<file path="src/sv/mcbk_pkg.sv">
// Shared types, constants and Morse lookup functions for the beacon keyer.
package mcbk_pkg;

  localparam int MAX_CHARS_DEF = 16;
  localparam int MAX_MARKS_DEF = 6;
  localparam int MAX_MARKS_HI  = 8;
  localparam int PATTERN_LEN   = 5;

  localparam int CHAR_W     = 8;
  localparam int POS_W      = 5;
  localparam int MPOS_W     = 3;
  localparam int UNIT_W     = 3;
  localparam int TICK_W     = 8;
  localparam int REG_IDX_W  = 3;
  localparam int CFG_DATA_W = 64;
  localparam int CHARS_W    = 64;
  localparam int LETTERS    = 26;

  localparam logic [POS_W-1:0] POS_LIMIT = POS_W'(16);

  localparam logic [UNIT_W-1:0] UNITS_WORD_GAP = UNIT_W'(7);
  localparam logic [UNIT_W-1:0] UNITS_CHAR_GAP = UNIT_W'(3);
  localparam logic [UNIT_W-1:0] UNITS_MARK_GAP = UNIT_W'(1);

  localparam logic [CHAR_W-1:0] CH_NUL   = 8'h00;
  localparam logic [CHAR_W-1:0] CH_SPACE = 8'h20;
  localparam logic [CHAR_W-1:0] CH_ZERO  = 8'h30;
  localparam logic [CHAR_W-1:0] CH_NINE  = 8'h39;
  localparam logic [CHAR_W-1:0] CH_A_UP  = 8'h41;
  localparam logic [CHAR_W-1:0] CH_Z_UP  = 8'h5a;
  localparam logic [CHAR_W-1:0] CH_A_LO  = 8'h61;
  localparam logic [CHAR_W-1:0] CH_Z_LO  = 8'h7a;

  typedef logic [1:0] mark_len_t;
  typedef mark_len_t [PATTERN_LEN-1:0] pattern_t;
  typedef mark_len_t [MAX_MARKS_HI-1:0] pattern_wide_t;

  typedef enum logic [REG_IDX_W-1:0] {
    REG_ENABLE     = 3'd0,
    REG_CHARS_LOW  = 3'd1,
    REG_CHARS_HIGH = 3'd2,
    REG_CHAR_COUNT = 3'd3,
    REG_DIT_TICKS  = 3'd4
  } reg_idx_t;

  typedef struct packed {
    logic     hit;
    pattern_t marks;
  } decode_t;

  typedef struct packed {
    logic               enable;
    logic [CHARS_W-1:0] chars_low;
    logic [CHARS_W-1:0] chars_high;
    logic [POS_W-1:0]   limit;
    logic [TICK_W-1:0]  dit_ticks;
  } cfg_t;

  typedef struct packed {
    logic     strobe;
    pattern_t marks;
  } load_t;

  function automatic pattern_t mk(input mark_len_t m0, input mark_len_t m1,
                                  input mark_len_t m2, input mark_len_t m3,
                                  input mark_len_t m4);
    pattern_t p;
    p[0] = m0;
    p[1] = m1;
    p[2] = m2;
    p[3] = m3;
    p[4] = m4;
    return p;
  endfunction

  // Mark lengths in units (1 = dit, 3 = dah, 0 = no further mark).
  function automatic pattern_t code_lookup(input logic [5:0] idx);
    pattern_t p;
    case (idx)
      6'd0:  p = mk(1, 3, 0, 0, 0);
      6'd1:  p = mk(3, 1, 1, 1, 0);
      6'd2:  p = mk(3, 1, 3, 1, 0);
      6'd3:  p = mk(3, 1, 1, 0, 0);
      6'd4:  p = mk(1, 0, 0, 0, 0);
      6'd5:  p = mk(1, 1, 3, 1, 0);
      6'd6:  p = mk(3, 3, 1, 0, 0);
      6'd7:  p = mk(1, 1, 1, 1, 0);
      6'd8:  p = mk(1, 1, 0, 0, 0);
      6'd9:  p = mk(1, 3, 3, 3, 0);
      6'd10: p = mk(3, 1, 3, 0, 0);
      6'd11: p = mk(1, 3, 1, 1, 0);
      6'd12: p = mk(3, 3, 0, 0, 0);
      6'd13: p = mk(3, 1, 0, 0, 0);
      6'd14: p = mk(3, 3, 3, 0, 0);
      6'd15: p = mk(1, 3, 3, 1, 0);
      6'd16: p = mk(3, 3, 1, 3, 0);
      6'd17: p = mk(1, 3, 1, 0, 0);
      6'd18: p = mk(1, 1, 1, 0, 0);
      6'd19: p = mk(3, 0, 0, 0, 0);
      6'd20: p = mk(1, 1, 3, 0, 0);
      6'd21: p = mk(1, 1, 1, 3, 0);
      6'd22: p = mk(1, 3, 3, 0, 0);
      6'd23: p = mk(3, 1, 1, 3, 0);
      6'd24: p = mk(3, 1, 3, 3, 0);
      6'd25: p = mk(3, 3, 1, 1, 0);
      6'd26: p = mk(3, 3, 3, 3, 3);
      6'd27: p = mk(1, 3, 3, 3, 3);
      6'd28: p = mk(1, 1, 3, 3, 3);
      6'd29: p = mk(1, 1, 1, 3, 3);
      6'd30: p = mk(1, 1, 1, 1, 3);
      6'd31: p = mk(1, 1, 1, 1, 1);
      6'd32: p = mk(3, 1, 1, 1, 1);
      6'd33: p = mk(3, 3, 1, 1, 1);
      6'd34: p = mk(3, 3, 3, 1, 1);
      6'd35: p = mk(3, 3, 3, 3, 1);
      default: p = '0;
    endcase
    return p;
  endfunction

  // Letters of either case and digits hit; every other byte misses.
  function automatic decode_t decode_char(input logic [CHAR_W-1:0] c);
    decode_t          d;
    logic [CHAR_W-1:0] ofs;
    d.hit = 1'b1;
    if (c >= CH_A_LO && c <= CH_Z_LO) begin
      ofs = c - CH_A_LO;
    end else if (c >= CH_A_UP && c <= CH_Z_UP) begin
      ofs = c - CH_A_UP;
    end else if (c >= CH_ZERO && c <= CH_NINE) begin
      ofs = c - CH_ZERO + CHAR_W'(LETTERS);
    end else begin
      ofs   = '0;
      d.hit = 1'b0;
    end
    d.marks = code_lookup(ofs[5:0]);
    return d;
  endfunction

  // Positions at or past the valid length read as NUL.
  function automatic logic [CHAR_W-1:0] read_char(input logic [CHARS_W-1:0] lo,
                                                  input logic [CHARS_W-1:0] hi,
                                                  input logic [POS_W-1:0]   limit,
                                                  input logic [POS_W-1:0]   p);
    logic [2*CHARS_W-1:0] all_chars;
    all_chars = {hi, lo};
    if (p >= limit || p[POS_W-1]) begin
      return CH_NUL;
    end
    return all_chars[{p[POS_W-2:0], 3'b000} +: CHAR_W];
  endfunction

endpackage

</file>
<file path="src/sv/mcbk_if.sv">
// Handshake channel interfaces for the tick, result and configuration ports.
interface mcbk_in_if;
  logic valid;
  logic ready;
  logic tick;
  modport source (output valid, output tick, input ready);
  modport sink (input valid, input tick, output ready);
endinterface

interface mcbk_out_if;
  logic valid;
  logic ready;
  logic pin_level;
  logic keyed;
  modport source (output valid, output pin_level, output keyed, input ready);
  modport sink (input valid, input pin_level, input keyed, output ready);
endinterface

interface mcbk_cfg_if;
  logic                               valid;
  logic                               ready;
  logic [mcbk_pkg::REG_IDX_W-1:0]     index;
  logic [mcbk_pkg::CFG_DATA_W-1:0]    data;
  modport source (output valid, output index, output data, input ready);
  modport sink (input valid, input index, input data, output ready);
endinterface

</file>
<file path="src/sv/morse_callsign_beacon_keyer.sv">
// Top level of the Morse callsign beacon keyer.
// The keyer sends a stored callsign of up to MAX_CHARS characters as a
// repeating Morse beacon. Each input item is one timer tick; every accepted
// item yields exactly one result item carrying the pin level and the keyed
// flag after that tick. Items are accepted in every clock cycle: the tick is
// applied to the sequencer state and the result is captured in an output
// register in the same cycle, where it is held until taken, and in_ch.ready
// drops only while a finished result waits and the sink holds out_ch.ready
// low. The rate is set by the single result register; the state update
// between it and the input is one short pass through the Morse table.
// A Morse unit lasts dit_ticks+1 ticks; a dit is one unit, a dah three,
// marks are one unit apart, characters three, and a space or the end of the
// callsign gives seven units before the text repeats. While a mark is keyed
// the pin toggles every tick to make a tone, between marks it is held low.
// Lower-case letters key like upper-case ones, and any byte that is not a
// letter or digit sends the previous pattern again. Writing enable with bit 0
// set also loads the first character's pattern if it is a letter or digit;
// configuration should be written only while no item is in flight. The
// configuration port is always ready and takes one register write per cycle.
module morse_callsign_beacon_keyer #(
  parameter int MAX_CHARS = mcbk_pkg::MAX_CHARS_DEF,
  parameter int MAX_MARKS = mcbk_pkg::MAX_MARKS_DEF
) (
  input  logic         clk,
  input  logic         rst_n,
  mcbk_in_if.sink      in_ch,
  mcbk_out_if.source   out_ch,
  mcbk_cfg_if.sink     cfg_ch
);

  // Register values and the derived valid length, shared with the sequencer.
  mcbk_pkg::cfg_t  cfg_state;
  // Pattern load raised by an enable write.
  mcbk_pkg::load_t cfg_load;

  mcbk_cfg #(
    .MAX_CHARS (MAX_CHARS)
  ) u_cfg (
    .clk    (clk),
    .rst_n  (rst_n),
    .cfg    (cfg_ch),
    .cfg_o  (cfg_state),
    .load_o (cfg_load)
  );

  // The sequencer owns all beacon timing state and the result register.
  mcbk_seq #(
    .MAX_MARKS (MAX_MARKS)
  ) u_seq (
    .clk    (clk),
    .rst_n  (rst_n),
    .in_ch  (in_ch),
    .out_ch (out_ch),
    .cfg_i  (cfg_state),
    .load_i (cfg_load)
  );

endmodule

</file>
<file path="src/sv/mcbk_cfg.sv">
// Configuration register file and first-character pattern load strobe.
module mcbk_cfg #(
  parameter int MAX_CHARS = mcbk_pkg::MAX_CHARS_DEF
) (
  input  logic              clk,
  input  logic              rst_n,
  mcbk_cfg_if.sink          cfg,
  output mcbk_pkg::cfg_t    cfg_o,
  output mcbk_pkg::load_t   load_o
);

  localparam logic [mcbk_pkg::POS_W-1:0] CHAR_CAP = mcbk_pkg::POS_W'(MAX_CHARS);

  logic                               enable_r, enable_nxt;
  logic [mcbk_pkg::CHARS_W-1:0]       chars_low_r, chars_low_nxt;
  logic [mcbk_pkg::CHARS_W-1:0]       chars_high_r, chars_high_nxt;
  logic [mcbk_pkg::POS_W-1:0]         char_count_r, char_count_nxt;
  logic [mcbk_pkg::TICK_W-1:0]        dit_ticks_r, dit_ticks_nxt;
  logic                               write;
  logic [mcbk_pkg::POS_W-1:0]         limit;
  mcbk_pkg::decode_t                  first_dec;

  assign cfg.ready = 1'b1;
  assign write     = cfg.valid && cfg.ready;
  assign limit     = (char_count_r < CHAR_CAP) ? char_count_r : CHAR_CAP;

  always_comb begin
    enable_nxt     = enable_r;
    chars_low_nxt  = chars_low_r;
    chars_high_nxt = chars_high_r;
    char_count_nxt = char_count_r;
    dit_ticks_nxt  = dit_ticks_r;
    if (write) begin
      unique case (mcbk_pkg::reg_idx_t'(cfg.index))
        mcbk_pkg::REG_ENABLE:     enable_nxt = cfg.data[0];
        mcbk_pkg::REG_CHARS_LOW:  chars_low_nxt = cfg.data;
        mcbk_pkg::REG_CHARS_HIGH: chars_high_nxt = cfg.data;
        mcbk_pkg::REG_CHAR_COUNT: char_count_nxt = cfg.data[mcbk_pkg::POS_W-1:0];
        mcbk_pkg::REG_DIT_TICKS:  dit_ticks_nxt = cfg.data[mcbk_pkg::TICK_W-1:0];
        default: ;
      endcase
    end
  end

  // Setting enable also loads the pattern of the first character if it is a letter or digit.
  assign first_dec = mcbk_pkg::decode_char(
      mcbk_pkg::read_char(chars_low_r, chars_high_r, limit, '0));
  assign load_o.strobe = write && (cfg.index == mcbk_pkg::REG_ENABLE) && cfg.data[0]
                         && first_dec.hit;
  assign load_o.marks  = first_dec.marks;

  always_ff @(posedge clk) begin
    if (!rst_n) begin
      enable_r     <= 1'b0;
      chars_low_r  <= '0;
      chars_high_r <= '0;
      char_count_r <= '0;
      dit_ticks_r  <= '0;
    end else begin
      enable_r     <= enable_nxt;
      chars_low_r  <= chars_low_nxt;
      chars_high_r <= chars_high_nxt;
      char_count_r <= char_count_nxt;
      dit_ticks_r  <= dit_ticks_nxt;
    end
  end

  assign cfg_o.enable     = enable_r;
  assign cfg_o.chars_low  = chars_low_r;
  assign cfg_o.chars_high = chars_high_r;
  assign cfg_o.limit      = limit;
  assign cfg_o.dit_ticks  = dit_ticks_r;

endmodule

</file>
<file path="src/sv/mcbk_seq.sv">
// Keying sequencer: per-tick state update and the registered result stage.
module mcbk_seq #(
  parameter int MAX_MARKS = mcbk_pkg::MAX_MARKS_DEF
) (
  input  logic              clk,
  input  logic              rst_n,
  mcbk_in_if.sink           in_ch,
  mcbk_out_if.source        out_ch,
  input  mcbk_pkg::cfg_t    cfg_i,
  input  mcbk_pkg::load_t   load_i
);

  localparam int MIDX_W = $clog2(MAX_MARKS);
  localparam logic [mcbk_pkg::MPOS_W:0] MARK_CAP = (mcbk_pkg::MPOS_W + 1)'(MAX_MARKS);

  logic [mcbk_pkg::POS_W-1:0]  char_pos_r, char_pos_nxt;
  logic [mcbk_pkg::MPOS_W-1:0] mark_pos_r, mark_pos_nxt;
  mcbk_pkg::mark_len_t         mark_lengths_r [MAX_MARKS];
  mcbk_pkg::mark_len_t         mark_lengths_nxt [MAX_MARKS];
  logic                        signal_active_r, signal_active_nxt;
  logic [mcbk_pkg::UNIT_W-1:0] units_left_r, units_left_nxt;
  logic [mcbk_pkg::TICK_W-1:0] tick_count_r, tick_count_nxt;
  logic                        pin_state_r, pin_state_nxt;

  logic                        out_valid_r;
  logic                        out_pin_level_r;
  logic                        out_keyed_r;

  logic                        accept;
  logic                        step;
  logic [mcbk_pkg::MPOS_W-1:0] mark_pos_inc;
  mcbk_pkg::mark_len_t         mark_cur;
  mcbk_pkg::mark_len_t         mark_next;
  logic [mcbk_pkg::POS_W-1:0]  pos_inc;
  logic [mcbk_pkg::POS_W-1:0]  pos_skip;
  logic [mcbk_pkg::POS_W-1:0]  pos_sel;
  logic [mcbk_pkg::CHAR_W-1:0] char_inc;
  mcbk_pkg::decode_t           next_dec;
  mcbk_pkg::pattern_wide_t     step_wide;
  mcbk_pkg::pattern_wide_t     load_wide;

  assign in_ch.ready = !out_valid_r || out_ch.ready;
  assign accept      = in_ch.valid && in_ch.ready;
  assign step        = accept && cfg_i.enable && in_ch.tick;

  assign mark_pos_inc = mark_pos_r + 1'b1;
  assign mark_cur  = ({1'b0, mark_pos_r} < MARK_CAP) ?
                     mark_lengths_r[mark_pos_r[MIDX_W-1:0]] : '0;
  assign mark_next = ({1'b0, mark_pos_inc} < MARK_CAP) ?
                     mark_lengths_r[mark_pos_inc[MIDX_W-1:0]] : '0;

  // Character after the current one, and where the sequencer lands after it.
  assign pos_inc  = char_pos_r + 1'b1;
  assign pos_skip = pos_inc + 1'b1;
  assign char_inc = mcbk_pkg::read_char(cfg_i.chars_low, cfg_i.chars_high,
                                        cfg_i.limit, pos_inc);
  assign pos_sel  = (char_inc == mcbk_pkg::CH_NUL)   ? '0 :
                    (char_inc == mcbk_pkg::CH_SPACE) ? pos_skip : pos_inc;
  assign next_dec = mcbk_pkg::decode_char(
      mcbk_pkg::read_char(cfg_i.chars_low, cfg_i.chars_high, cfg_i.limit, pos_sel));

  assign step_wide = (2 * mcbk_pkg::MAX_MARKS_HI)'(next_dec.marks);
  assign load_wide = (2 * mcbk_pkg::MAX_MARKS_HI)'(load_i.marks);

  always_comb begin
    char_pos_nxt      = char_pos_r;
    mark_pos_nxt      = mark_pos_r;
    mark_lengths_nxt  = mark_lengths_r;
    signal_active_nxt = signal_active_r;
    units_left_nxt    = units_left_r;
    tick_count_nxt    = tick_count_r;
    pin_state_nxt     = pin_state_r;
    if (step) begin
      if (units_left_r == '0) begin
        if (signal_active_r) begin
          signal_active_nxt = 1'b0;
          mark_pos_nxt      = mark_pos_inc;
          if (mark_next == '0) begin
            mark_pos_nxt = '0;
            char_pos_nxt = pos_sel;
            if (char_inc == mcbk_pkg::CH_NUL || char_inc == mcbk_pkg::CH_SPACE) begin
              units_left_nxt = mcbk_pkg::UNITS_WORD_GAP;
            end else begin
              units_left_nxt = mcbk_pkg::UNITS_CHAR_GAP;
            end
            if (next_dec.hit) begin
              for (int k = 0; k < MAX_MARKS; k++) begin
                mark_lengths_nxt[k] = step_wide[k];
              end
            end
          end else begin
            units_left_nxt = mcbk_pkg::UNITS_MARK_GAP;
          end
        end else begin
          signal_active_nxt = 1'b1;
          units_left_nxt    = mcbk_pkg::UNIT_W'(mark_cur);
        end
      end
      if (tick_count_r == cfg_i.dit_ticks) begin
        if (units_left_nxt != '0) begin
          units_left_nxt = units_left_nxt - 1'b1;
        end
        tick_count_nxt = '0;
      end else begin
        tick_count_nxt = tick_count_r + 1'b1;
      end
      pin_state_nxt = signal_active_nxt ? !pin_state_r : 1'b0;
    end
    if (load_i.strobe) begin
      for (int k = 0; k < MAX_MARKS; k++) begin
        mark_lengths_nxt[k] = load_wide[k];
      end
    end
  end

  always_ff @(posedge clk) begin
    if (!rst_n) begin
      char_pos_r      <= '0;
      mark_pos_r      <= '0;
      mark_lengths_r  <= '{default: '0};
      signal_active_r <= 1'b0;
      units_left_r    <= '0;
      tick_count_r    <= '0;
      pin_state_r     <= 1'b0;
      out_valid_r     <= 1'b0;
    end else begin
      char_pos_r      <= char_pos_nxt;
      mark_pos_r      <= mark_pos_nxt;
      mark_lengths_r  <= mark_lengths_nxt;
      signal_active_r <= signal_active_nxt;
      units_left_r    <= units_left_nxt;
      tick_count_r    <= tick_count_nxt;
      pin_state_r     <= pin_state_nxt;
      if (accept) begin
        out_valid_r <= 1'b1;
      end else if (out_ch.ready) begin
        out_valid_r <= 1'b0;
      end
    end
  end

  always_ff @(posedge clk) begin
    if (accept) begin
      out_pin_level_r <= pin_state_nxt;
      out_keyed_r     <= cfg_i.enable && signal_active_nxt;
    end
  end

  assign out_ch.valid     = out_valid_r;
  assign out_ch.pin_level = out_pin_level_r;
  assign out_ch.keyed     = out_keyed_r;

`ifndef SYNTHESIS
  a_pin_only_in_mark: assert property (@(posedge clk) disable iff (!rst_n)
      pin_state_r |-> signal_active_r)
    else $error("pin high outside a mark");

  a_char_pos_bound: assert property (@(posedge clk) disable iff (!rst_n)
      char_pos_r <= mcbk_pkg::POS_LIMIT)
    else $error("character position past the callsign");

  a_mark_pos_holds: assert property (@(posedge clk) disable iff (!rst_n)
      (step && units_left_r != '0) |=> $stable(mark_pos_r) && $stable(char_pos_r))
    else $error("mark position moved inside a unit run");

  a_disabled_frozen: assert property (@(posedge clk) disable iff (!rst_n)
      (accept && !cfg_i.enable) |=> $stable(tick_count_r) && $stable(units_left_r))
    else $error("state advanced while disabled");

  a_keyed_matches_state: assert property (@(posedge clk) disable iff (!rst_n)
      (out_valid_r && out_keyed_r) |-> signal_active_r)
    else $error("keyed result without an active mark");
`endif

endmodule

</file>
<file path="src/flat_wrapper.sv">
// flat-port wrapper written by rule: the top's interface ports become plain ports
module morse_callsign_beacon_keyer_flat 
#(
  parameter int MAX_CHARS = mcbk_pkg::MAX_CHARS_DEF,
  parameter int MAX_MARKS = mcbk_pkg::MAX_MARKS_DEF
)
  (clk, rst_n, in_ch_valid, in_ch_tick, in_ch_ready, out_ch_valid, out_ch_pin_level, out_ch_keyed, out_ch_ready, cfg_ch_valid, cfg_ch_index, cfg_ch_data, cfg_ch_ready);
  mcbk_in_if in_ch_i ();
  mcbk_out_if out_ch_i ();
  mcbk_cfg_if cfg_ch_i ();
  input  logic clk;
  input  logic rst_n;
  input wire logic [$bits(in_ch_i.valid)-1:0] in_ch_valid;
  input wire logic [$bits(in_ch_i.tick)-1:0] in_ch_tick;
  output wire logic [$bits(in_ch_i.ready)-1:0] in_ch_ready;
  output wire logic [$bits(out_ch_i.valid)-1:0] out_ch_valid;
  output wire logic [$bits(out_ch_i.pin_level)-1:0] out_ch_pin_level;
  output wire logic [$bits(out_ch_i.keyed)-1:0] out_ch_keyed;
  input wire logic [$bits(out_ch_i.ready)-1:0] out_ch_ready;
  input wire logic [$bits(cfg_ch_i.valid)-1:0] cfg_ch_valid;
  input wire logic [$bits(cfg_ch_i.index)-1:0] cfg_ch_index;
  input wire logic [$bits(cfg_ch_i.data)-1:0] cfg_ch_data;
  output wire logic [$bits(cfg_ch_i.ready)-1:0] cfg_ch_ready;
  assign in_ch_i.valid = in_ch_valid;
  assign in_ch_i.tick = in_ch_tick;
  assign in_ch_ready = in_ch_i.ready;
  assign out_ch_valid = out_ch_i.valid;
  assign out_ch_pin_level = out_ch_i.pin_level;
  assign out_ch_keyed = out_ch_i.keyed;
  assign out_ch_i.ready = out_ch_ready;
  assign cfg_ch_i.valid = cfg_ch_valid;
  assign cfg_ch_i.index = cfg_ch_index;
  assign cfg_ch_i.data = cfg_ch_data;
  assign cfg_ch_ready = cfg_ch_i.ready;
  morse_callsign_beacon_keyer #(.MAX_CHARS(MAX_CHARS), .MAX_MARKS(MAX_MARKS)) u_core (.clk(clk), .rst_n(rst_n), .in_ch(in_ch_i), .out_ch(out_ch_i), .cfg_ch(cfg_ch_i));
endmodule
</file>
<file path="config.mk">
export PLATFORM = sky130hd
export DESIGN_NAME = morse_callsign_beacon_keyer_flat
export DESIGN_NICKNAME = d
export VERILOG_FILES = /design/src/sv/mcbk_pkg.sv /design/src/sv/mcbk_if.sv /design/src/sv/morse_callsign_beacon_keyer.sv /design/src/sv/mcbk_cfg.sv /design/src/sv/mcbk_seq.sv /design/src/flat_wrapper.sv
export SDC_FILE = /design/constraint.sdc
export NUM_CORES = 1
export LEC_CHECK = 0
export ABC_AREA = 1
export BUFFER_PORTS_ARGS = -buffer_cell sky130_fd_sc_hd__buf_2
export CAP_MARGIN = 10
export CORE_MARGIN = 2
export CORE_UTILIZATION = 52
export DETAILED_ROUTE_END_ITERATION = 6
export GPL_ROUTABILITY_DRIVEN = 0
export PLACE_DENSITY = 0.69
export SYNTH_ARGS = -nofsm -noshare
export SYNTH_HDL_FRONTEND = slang
export SYNTH_SLANG_ARGS = --single-unit
</file>
<file path="constraint.sdc">
create_clock -name clk -period 8.2 [get_ports clk]
set_clock_uncertainty 0.15 [all_clocks]
set_input_delay 1.64 -clock clk [delete_from_list [all_inputs] [get_ports clk]]
set_output_delay 1.64 -clock clk [all_outputs]
set_load 0.02 [all_outputs]
</file>
# Yosys cells after proc, flatten, opt, wreduce, memory -nomap -nowiden

Memory sizes are Yosys's and may differ from the RTL's.
Index checks and enable logic that the tools add are counted.
W data, S select, Z words.

Add/sub/neg operators: 13
$lt $le $gt $ge: 20
Equality and inequality tests: 6
Shift-type cells: 2
Multiplexer cells: 55
Bitwise gates (word level): 2
Reductions and logical operators: 38

Operators with widths:

| operator              | number |
|---|---|
| $shiftx A128 B8 Y8    | 2 |
| $mux W12              | 6 |
| $mux W8               | 7 |
| $mux W6               | 6 |
| $ge A8 B7 Y1 const B  | 4 |
| $le A8 B7 Y1 const B  | 4 |
| $mux W3               | 8 |
| $sub A6 B6 Y6 const B | 4 |
| $mux W1               | 17 |
| $ge A8 B6 Y1 const B  | 2 |
| $le A8 B6 Y1 const B  | 2 |
| $mux W5               | 3 |
| $logic_and A1 B1 Y1   | 13 |
| $add A6 B5 Y6 const B | 2 |
| $bmux W2 S3           | 2 |
| $mux W2               | 6 |
| $reduce_bool A2 Y1    | 6 |
| $sub A6 B1 Y6 const B | 2 |
| $add A5 B1 Y5 const B | 2 |
| $ge A5 B5 Y1          | 2 |
| $reduce_and A2 Y1     | 5 |
| $add A8 B1 Y8 const B | 1 |
| $eq A8 B6 Y1 const B  | 1 |
| $eq A8 B8 Y1          | 1 |
| other kinds (19)      | 28 |

Register bits: 176
Bits in read-only memories: 1280
Word-level logic and storage cells: 157
Memories: 2

Memories:

| memory           | words | bits a word | rd ports | clocked after memory_dff | write ports | line           | text |
|---|---|---|---|---|---|---|---|
| (name not given) | 64    | 10          | 1        | 0                        | 0           | mcbk_pkg.sv:79 | `case (idx)` |
| (name not given) | 64    | 10          | 1        | 0                        | 0           | mcbk_pkg.sv:79 |  |

# Depth between registers and ports, before layout

An unclocked memory read counts as a cell.

Word-level depth: 25
Mapped depth: 54
Depth with buffers taken out: 48

# Hierarchy

A second synthesis with hierarchy kept.

Cell total of the unflattened synthesis: 1835
Area total of the unflattened synthesis: 11564.8 sq um

By module, submodules not included:

| module   | instances | cells an instance | area an instance (sq um) |
|---|---|---|---|
| mcbk_cfg | 1         | 827               | 6022.0 |
| mcbk_seq | 1         | 1008              | 5542.8 |

# Worst setup path before layout

Ideal clock, no wire load.

Path type: reg2reg
Start point: reg u_core.u_seq.char_pos_r[0] (netlist name)
End point: reg u_core.u_seq.mark_lengths_r[7] (netlist name)
Library setup time: 0.070 ns
Arrival: 6.481 ns
Required time: 7.980 ns
Path slack: 1.499 ns
Cell stages (with the launch flop): 55
Period minus slack after synthesis: 6.701 ns
Cells stage by stage: dfxtp_1 > buf_4 > inv_2 > buf_6 > buf_6 > ha_1 > buf_4 > inv_2 > buf_2 > ha_1 > nand2_1 > nand2_1 > nand2_1 > nand2_1 > nor2_2 > nand2_1 > nor2_1 > nand2_1 > [19 not listed] > nor2_1 > nand2_2 > nand2_4 > nand2_1 > nand2_1 > inv_1 > ha_1 > inv_1 > nand3_1 > nand2_1 > nand2_1 > nand2_1 > inv_1 > nand2_1 > nand2_1 > nand2_1 > nand2_1 > a21oi_1

Longest elaborated chain between the ends: 24

RTL lines:

| item                                                                       | line                             | text |
|---|---|---|
| start, declared                                                            | mcbk_seq.sv:16                   | `logic [mcbk_pkg::POS_W-1:0] char_pos_r, char_pos_nxt;` |
| start signal, assigned                                                     | mcbk_seq.sv:127                  | `char_pos_r <= char_pos_nxt;` |
| $add A5 B1 Y5 *                                                            | mcbk_seq.sv:53                   | `assign pos_inc = char_pos_r + 1'b1;` |
| parallel branches: the longest is 6 deep, another holds $shiftx A128 B8 Y8 | -                                |  |
| $mux W5 *                                                                  | mcbk_seq.sv:57                   | `assign pos_sel = (char_inc == mcbk_pkg::CH_NUL) ? '0 :` |
| parallel branches: the longest is 3 deep, another holds $shiftx A128 B8 Y8 | -                                |  |
| $mux W8 *                                                                  | mcbk_pkg.sv:150                  | `return all_chars[{p[POS_W-2:0], 3'b000} +: CHAR_W];` |
| $sub A6 B6 Y6, or another cell as far along                                | mcbk_pkg.sv:131                  | `ofs = c - CH_ZERO + CHAR_W'(LETTERS);` |
| $add A6 B5 Y6 / $logic_and A1 B1 Y1 (equally long branches)                | mcbk_pkg.sv:131, mcbk_pkg.sv:130 |  |
| $mux W6                                                                    | mcbk_pkg.sv:130                  | `end else if (c >= CH_ZERO && c <= CH_NINE) begin` |
| $mux W6                                                                    | mcbk_pkg.sv:128                  | `end else if (c >= CH_A_UP && c <= CH_Z_UP) begin` |
| $mux W6                                                                    | mcbk_pkg.sv:126                  | `if (c >= CH_A_LO && c <= CH_Z_LO) begin` |
| $mem_v2 Z64 W10                                                            | -                                |  |
| $mux W12                                                                   | mcbk_seq.sv:86                   | `if (next_dec.hit) begin` |
| $mux W12                                                                   | mcbk_seq.sv:78                   | `if (mark_next == '0) begin` |
| $mux W12                                                                   | mcbk_seq.sv:75                   | `if (signal_active_r) begin` |
| $mux W12                                                                   | mcbk_seq.sv:74                   | `if (units_left_r == '0) begin` |
| $mux W12                                                                   | mcbk_seq.sv:73                   | `if (step) begin` |
| $mux W12                                                                   | mcbk_seq.sv:109                  | `if (load_i.strobe) begin` |
| end signal, assigned                                                       | mcbk_seq.sv:129                  | `mark_lengths_r <= mark_lengths_nxt;` |
| end, declared                                                              | mcbk_seq.sv:18                   | `mcbk_pkg::mark_len_t mark_lengths_r [MAX_MARKS];` |

Mark *: on every way between the ends. The select of a mux whose other input is x is not followed.
A chain may end at the register's enable or synchronous reset.

# Worst setup path after layout

Same ends and word-level chain as after synthesis.

==> metrics <==
outcome=finished clean; CP Max Fanout=27; most common cell in the netlist=nor2_1; area of placed instances=11600 um^2; CTS tree=done; CORE AREA=21200 um^2; Tmin final=7.31 ns; antenna diode count=0; post-synth net total=1897; largest net degree at the start of global routing=86; post-route insts no fill=2088; Crit path top cell by count=nand2_1; Mapped Area=11300 um^2; Final HPWL DP=24600 um; Setup WS post-layout=0.890 ns; Remaining DRCs=0; Reg2Reg Depth=46; Yosys top cell area share=0.309; slowest CP cell=dfxtp_2; hold path startpoint=u_core.u_cfg.char_count_r[1]; arrival time worst endpoint=7.53 ns; initial DRC count=1045; Most used DFF post-synth=dfxtp_1; dpl ws=0.388 ns; Initial Utilization=0.532; GRT Total Usage=0.307; WHS Endpoint=u_core.u_cfg.char_count_r[1]; CP top delay family=simple AND/OR/NAND/NOR gates; post-synthesis async set-or-reset flop share=0; crit end category=flop; fin area=12300 um^2; post-route ant nets=0; period utilization=0.891; PwrDens=157 nW/um^2; peak supply drop=0.000125 V; GRT Residual Overflow=0; reg2reg end=u_core.u_seq.mark_lengths_r[7]; worst slew pin tran=0.989 ns; area grow syn2layout=8.82%; 1st-pass router iterations=7; via count=11900; setup TNS=0 ns; first-pass GRT wire length=55300 um; final wirelength=34400 um; Die ar.=22800 um^2; row count=53; RSZ-0062 raised after global routing=false; io pins=78; Mapped Cells=1781; Num CTS Buffers=17; Synth warnings=0; Post-synth EDFFs=2; die width=151 um; Yosys cell types=49; worst hold path depth=2; # setup viols final=0; mean post-synth cell area=6.32 um^2; cts hold-fix bufs=0; Req. time, crit path=8.42 ns; CP max stage delay=0.48 ns; vias per cell=5.70; Hold WC Path Type=flop to flop; Hold Fails Final Rpt=0; clock sinks=176; Buf+Inv Stages, Crit Path=10; Setup crit start kind=flop; H-tree Lvls=4; Worst Path Class, Setup=flop to flop; Max Freq=0.137 GHz; initial antenna violation count=0; leak pwr=5.26 nW; Synth area leader=dfxtp_1; vias in the first global route=10800; number of synthesized register bits=176; Relative slew margins=0.338; cells taking the most area after synthesis=dfxtp_1, nor2_1, nand2_1, nand3_1, o21ai_0; Post-synth top cells=nor2_1, nand2_1, nand3_1; # Max-Cap Violations=0; Die Y-Extent=151 um; dpl cells=2053; WL per Instance=16.5 um; Root Driver=clkbuf_16; PortBufs=76; setup slack, reg-to-reg=0.89 ns; Nets=1916; post-synthesis sequential area ratio=0.315; worst r2r src=u_core.u_seq.char_pos_r[0]; worst-skew pair later-pin latency=0.45 ns; Longest Clk Path Bufs=2; final max-slew violation count=0; share of cells above drive strength 1=0.102; clock-pin slew on the worst setup and hold paths=0.08 ns
## metrics by stage
step	utilization	power, mW	hold WS, ns
3_5_place_dp	0.550	1.12	0.293
5_1_grt	0.579	2.00	0.331
2_1_floorplan	-	1.05	0.274
3_3_place_gp	0.550	1.12	0.290
4_1_cts	0.577	1.93	0.305
6_report	0.579	1.93	0.307
## cells in the final DEF (no fill, tap or decap), types with 6 or more instances in the layout
cell / count
nor2_1: 365
nand3_2: 15
buf_4: 18
nand2_1: 340
xor2_1: 11
o21ai_0: 177
a21oi_1: 57
ha_1: 43
a31oi_1: 6
xnor2_1: 7
o211ai_1: 9
nand4_1: 39
nor3_1: 16
dfxtp_1: 173
inv_1: 92
o21ai_1: 15
inv_2: 16
clkbuf_16: 17
buf_2: 75
nand3_1: 245
## tightest hold or removal path, stage by stage, from the launching register on
cell and delay (ns):
dfxtp_1 0.32, inv_1 0.05, a21oi_1 0.05
## report_power, final
part           switching, mW  internal, mW
clock network          0.409         0.416
registers             0.0239         0.881
logic                  0.132        0.0684
total                  0.564          1.37
## sequential cells by signal, summed over array words and instances, names as in the netlist, 3 cells and up
| register | count |
|---|---|
| u_core.u_cfg.chars_high_r | 64 |
| u_core.u_seq.tick_count_r | 8 |
| u_core.u_cfg.chars_low_r | 64 |
| u_core.u_seq.units_left_r | 3 |
| u_core.u_cfg.char_count_r | 5 |
| u_core.u_seq.mark_pos_r | 3 |
| u_core.u_seq.mark_lengths_r | 10 |
| u_core.u_seq.char_pos_r | 5 |
| u_core.u_cfg.dit_ticks_r | 8 |
## routing by layer
metal  global-route usage  part of all wire  vias to the layer above
li1                     -                 -                     5939
met4                0.142             0.044                        0
met5                    0                 0                        -
met1                0.395              0.44                     5380
met3               0.0587             0.064                      107
met2                0.499              0.45                      466
## worst max path at each step
stage	end	start	slack [ns]	cells past startpoint
2_1_floorplan	u_core.u_seq.mark_lengths_r[7]	u_core.u_seq.char_pos_r[0]	1.50	54
3_3_place_gp	u_core.u_seq.mark_lengths_r[7]	u_core.u_seq.char_pos_r[0]	0.64	44
3_5_place_dp	u_core.u_seq.mark_lengths_r[7]	u_core.u_seq.char_pos_r[0]	0.39	44
4_1_cts	u_core.u_seq.mark_lengths_r[7]	u_core.u_seq.char_pos_r[0]	0.35	44
5_1_grt	u_core.u_seq.mark_lengths_r[7]	u_core.u_seq.char_pos_r[0]	0.11	46
6_report	u_core.u_seq.mark_lengths_r[7]	u_core.u_seq.char_pos_r[0]	0.89	46
## final cells by class
type	count	area, um^2
clock buffer	19	443
clock inverter	13	139
fill	2182	8900
inverter	115	434
multi-input combinational	1397	6840
sequential	176	3540
tap	275	344
timing repair buffer	93	510
## cell families (layout without fill, tap and decap cells)
| family | Yosys count | after routing | share of synthesized area |
|---|---|---|---|
| buf+inv | 208 | 240 | 0.0800 |
| fa+ha+maj | 43 | 43 | 0.0478 |
| flops | 176 | 176 | 0.315 |
| other cells | 1 | 1 | 0.000333 |
| xor+xnor | 20 | 20 | 0.0169 |
| simple gates | 1047 | 1047 | 0.405 |
| compound gates | 286 | 286 | 0.136 |
## what timing repair did
item,CTS,global route
gates resized for setup,0,5
setup endpoints to repair,0,9
setup buffers,0,3
Note: power is estimated with default switching activity, not from simulation.
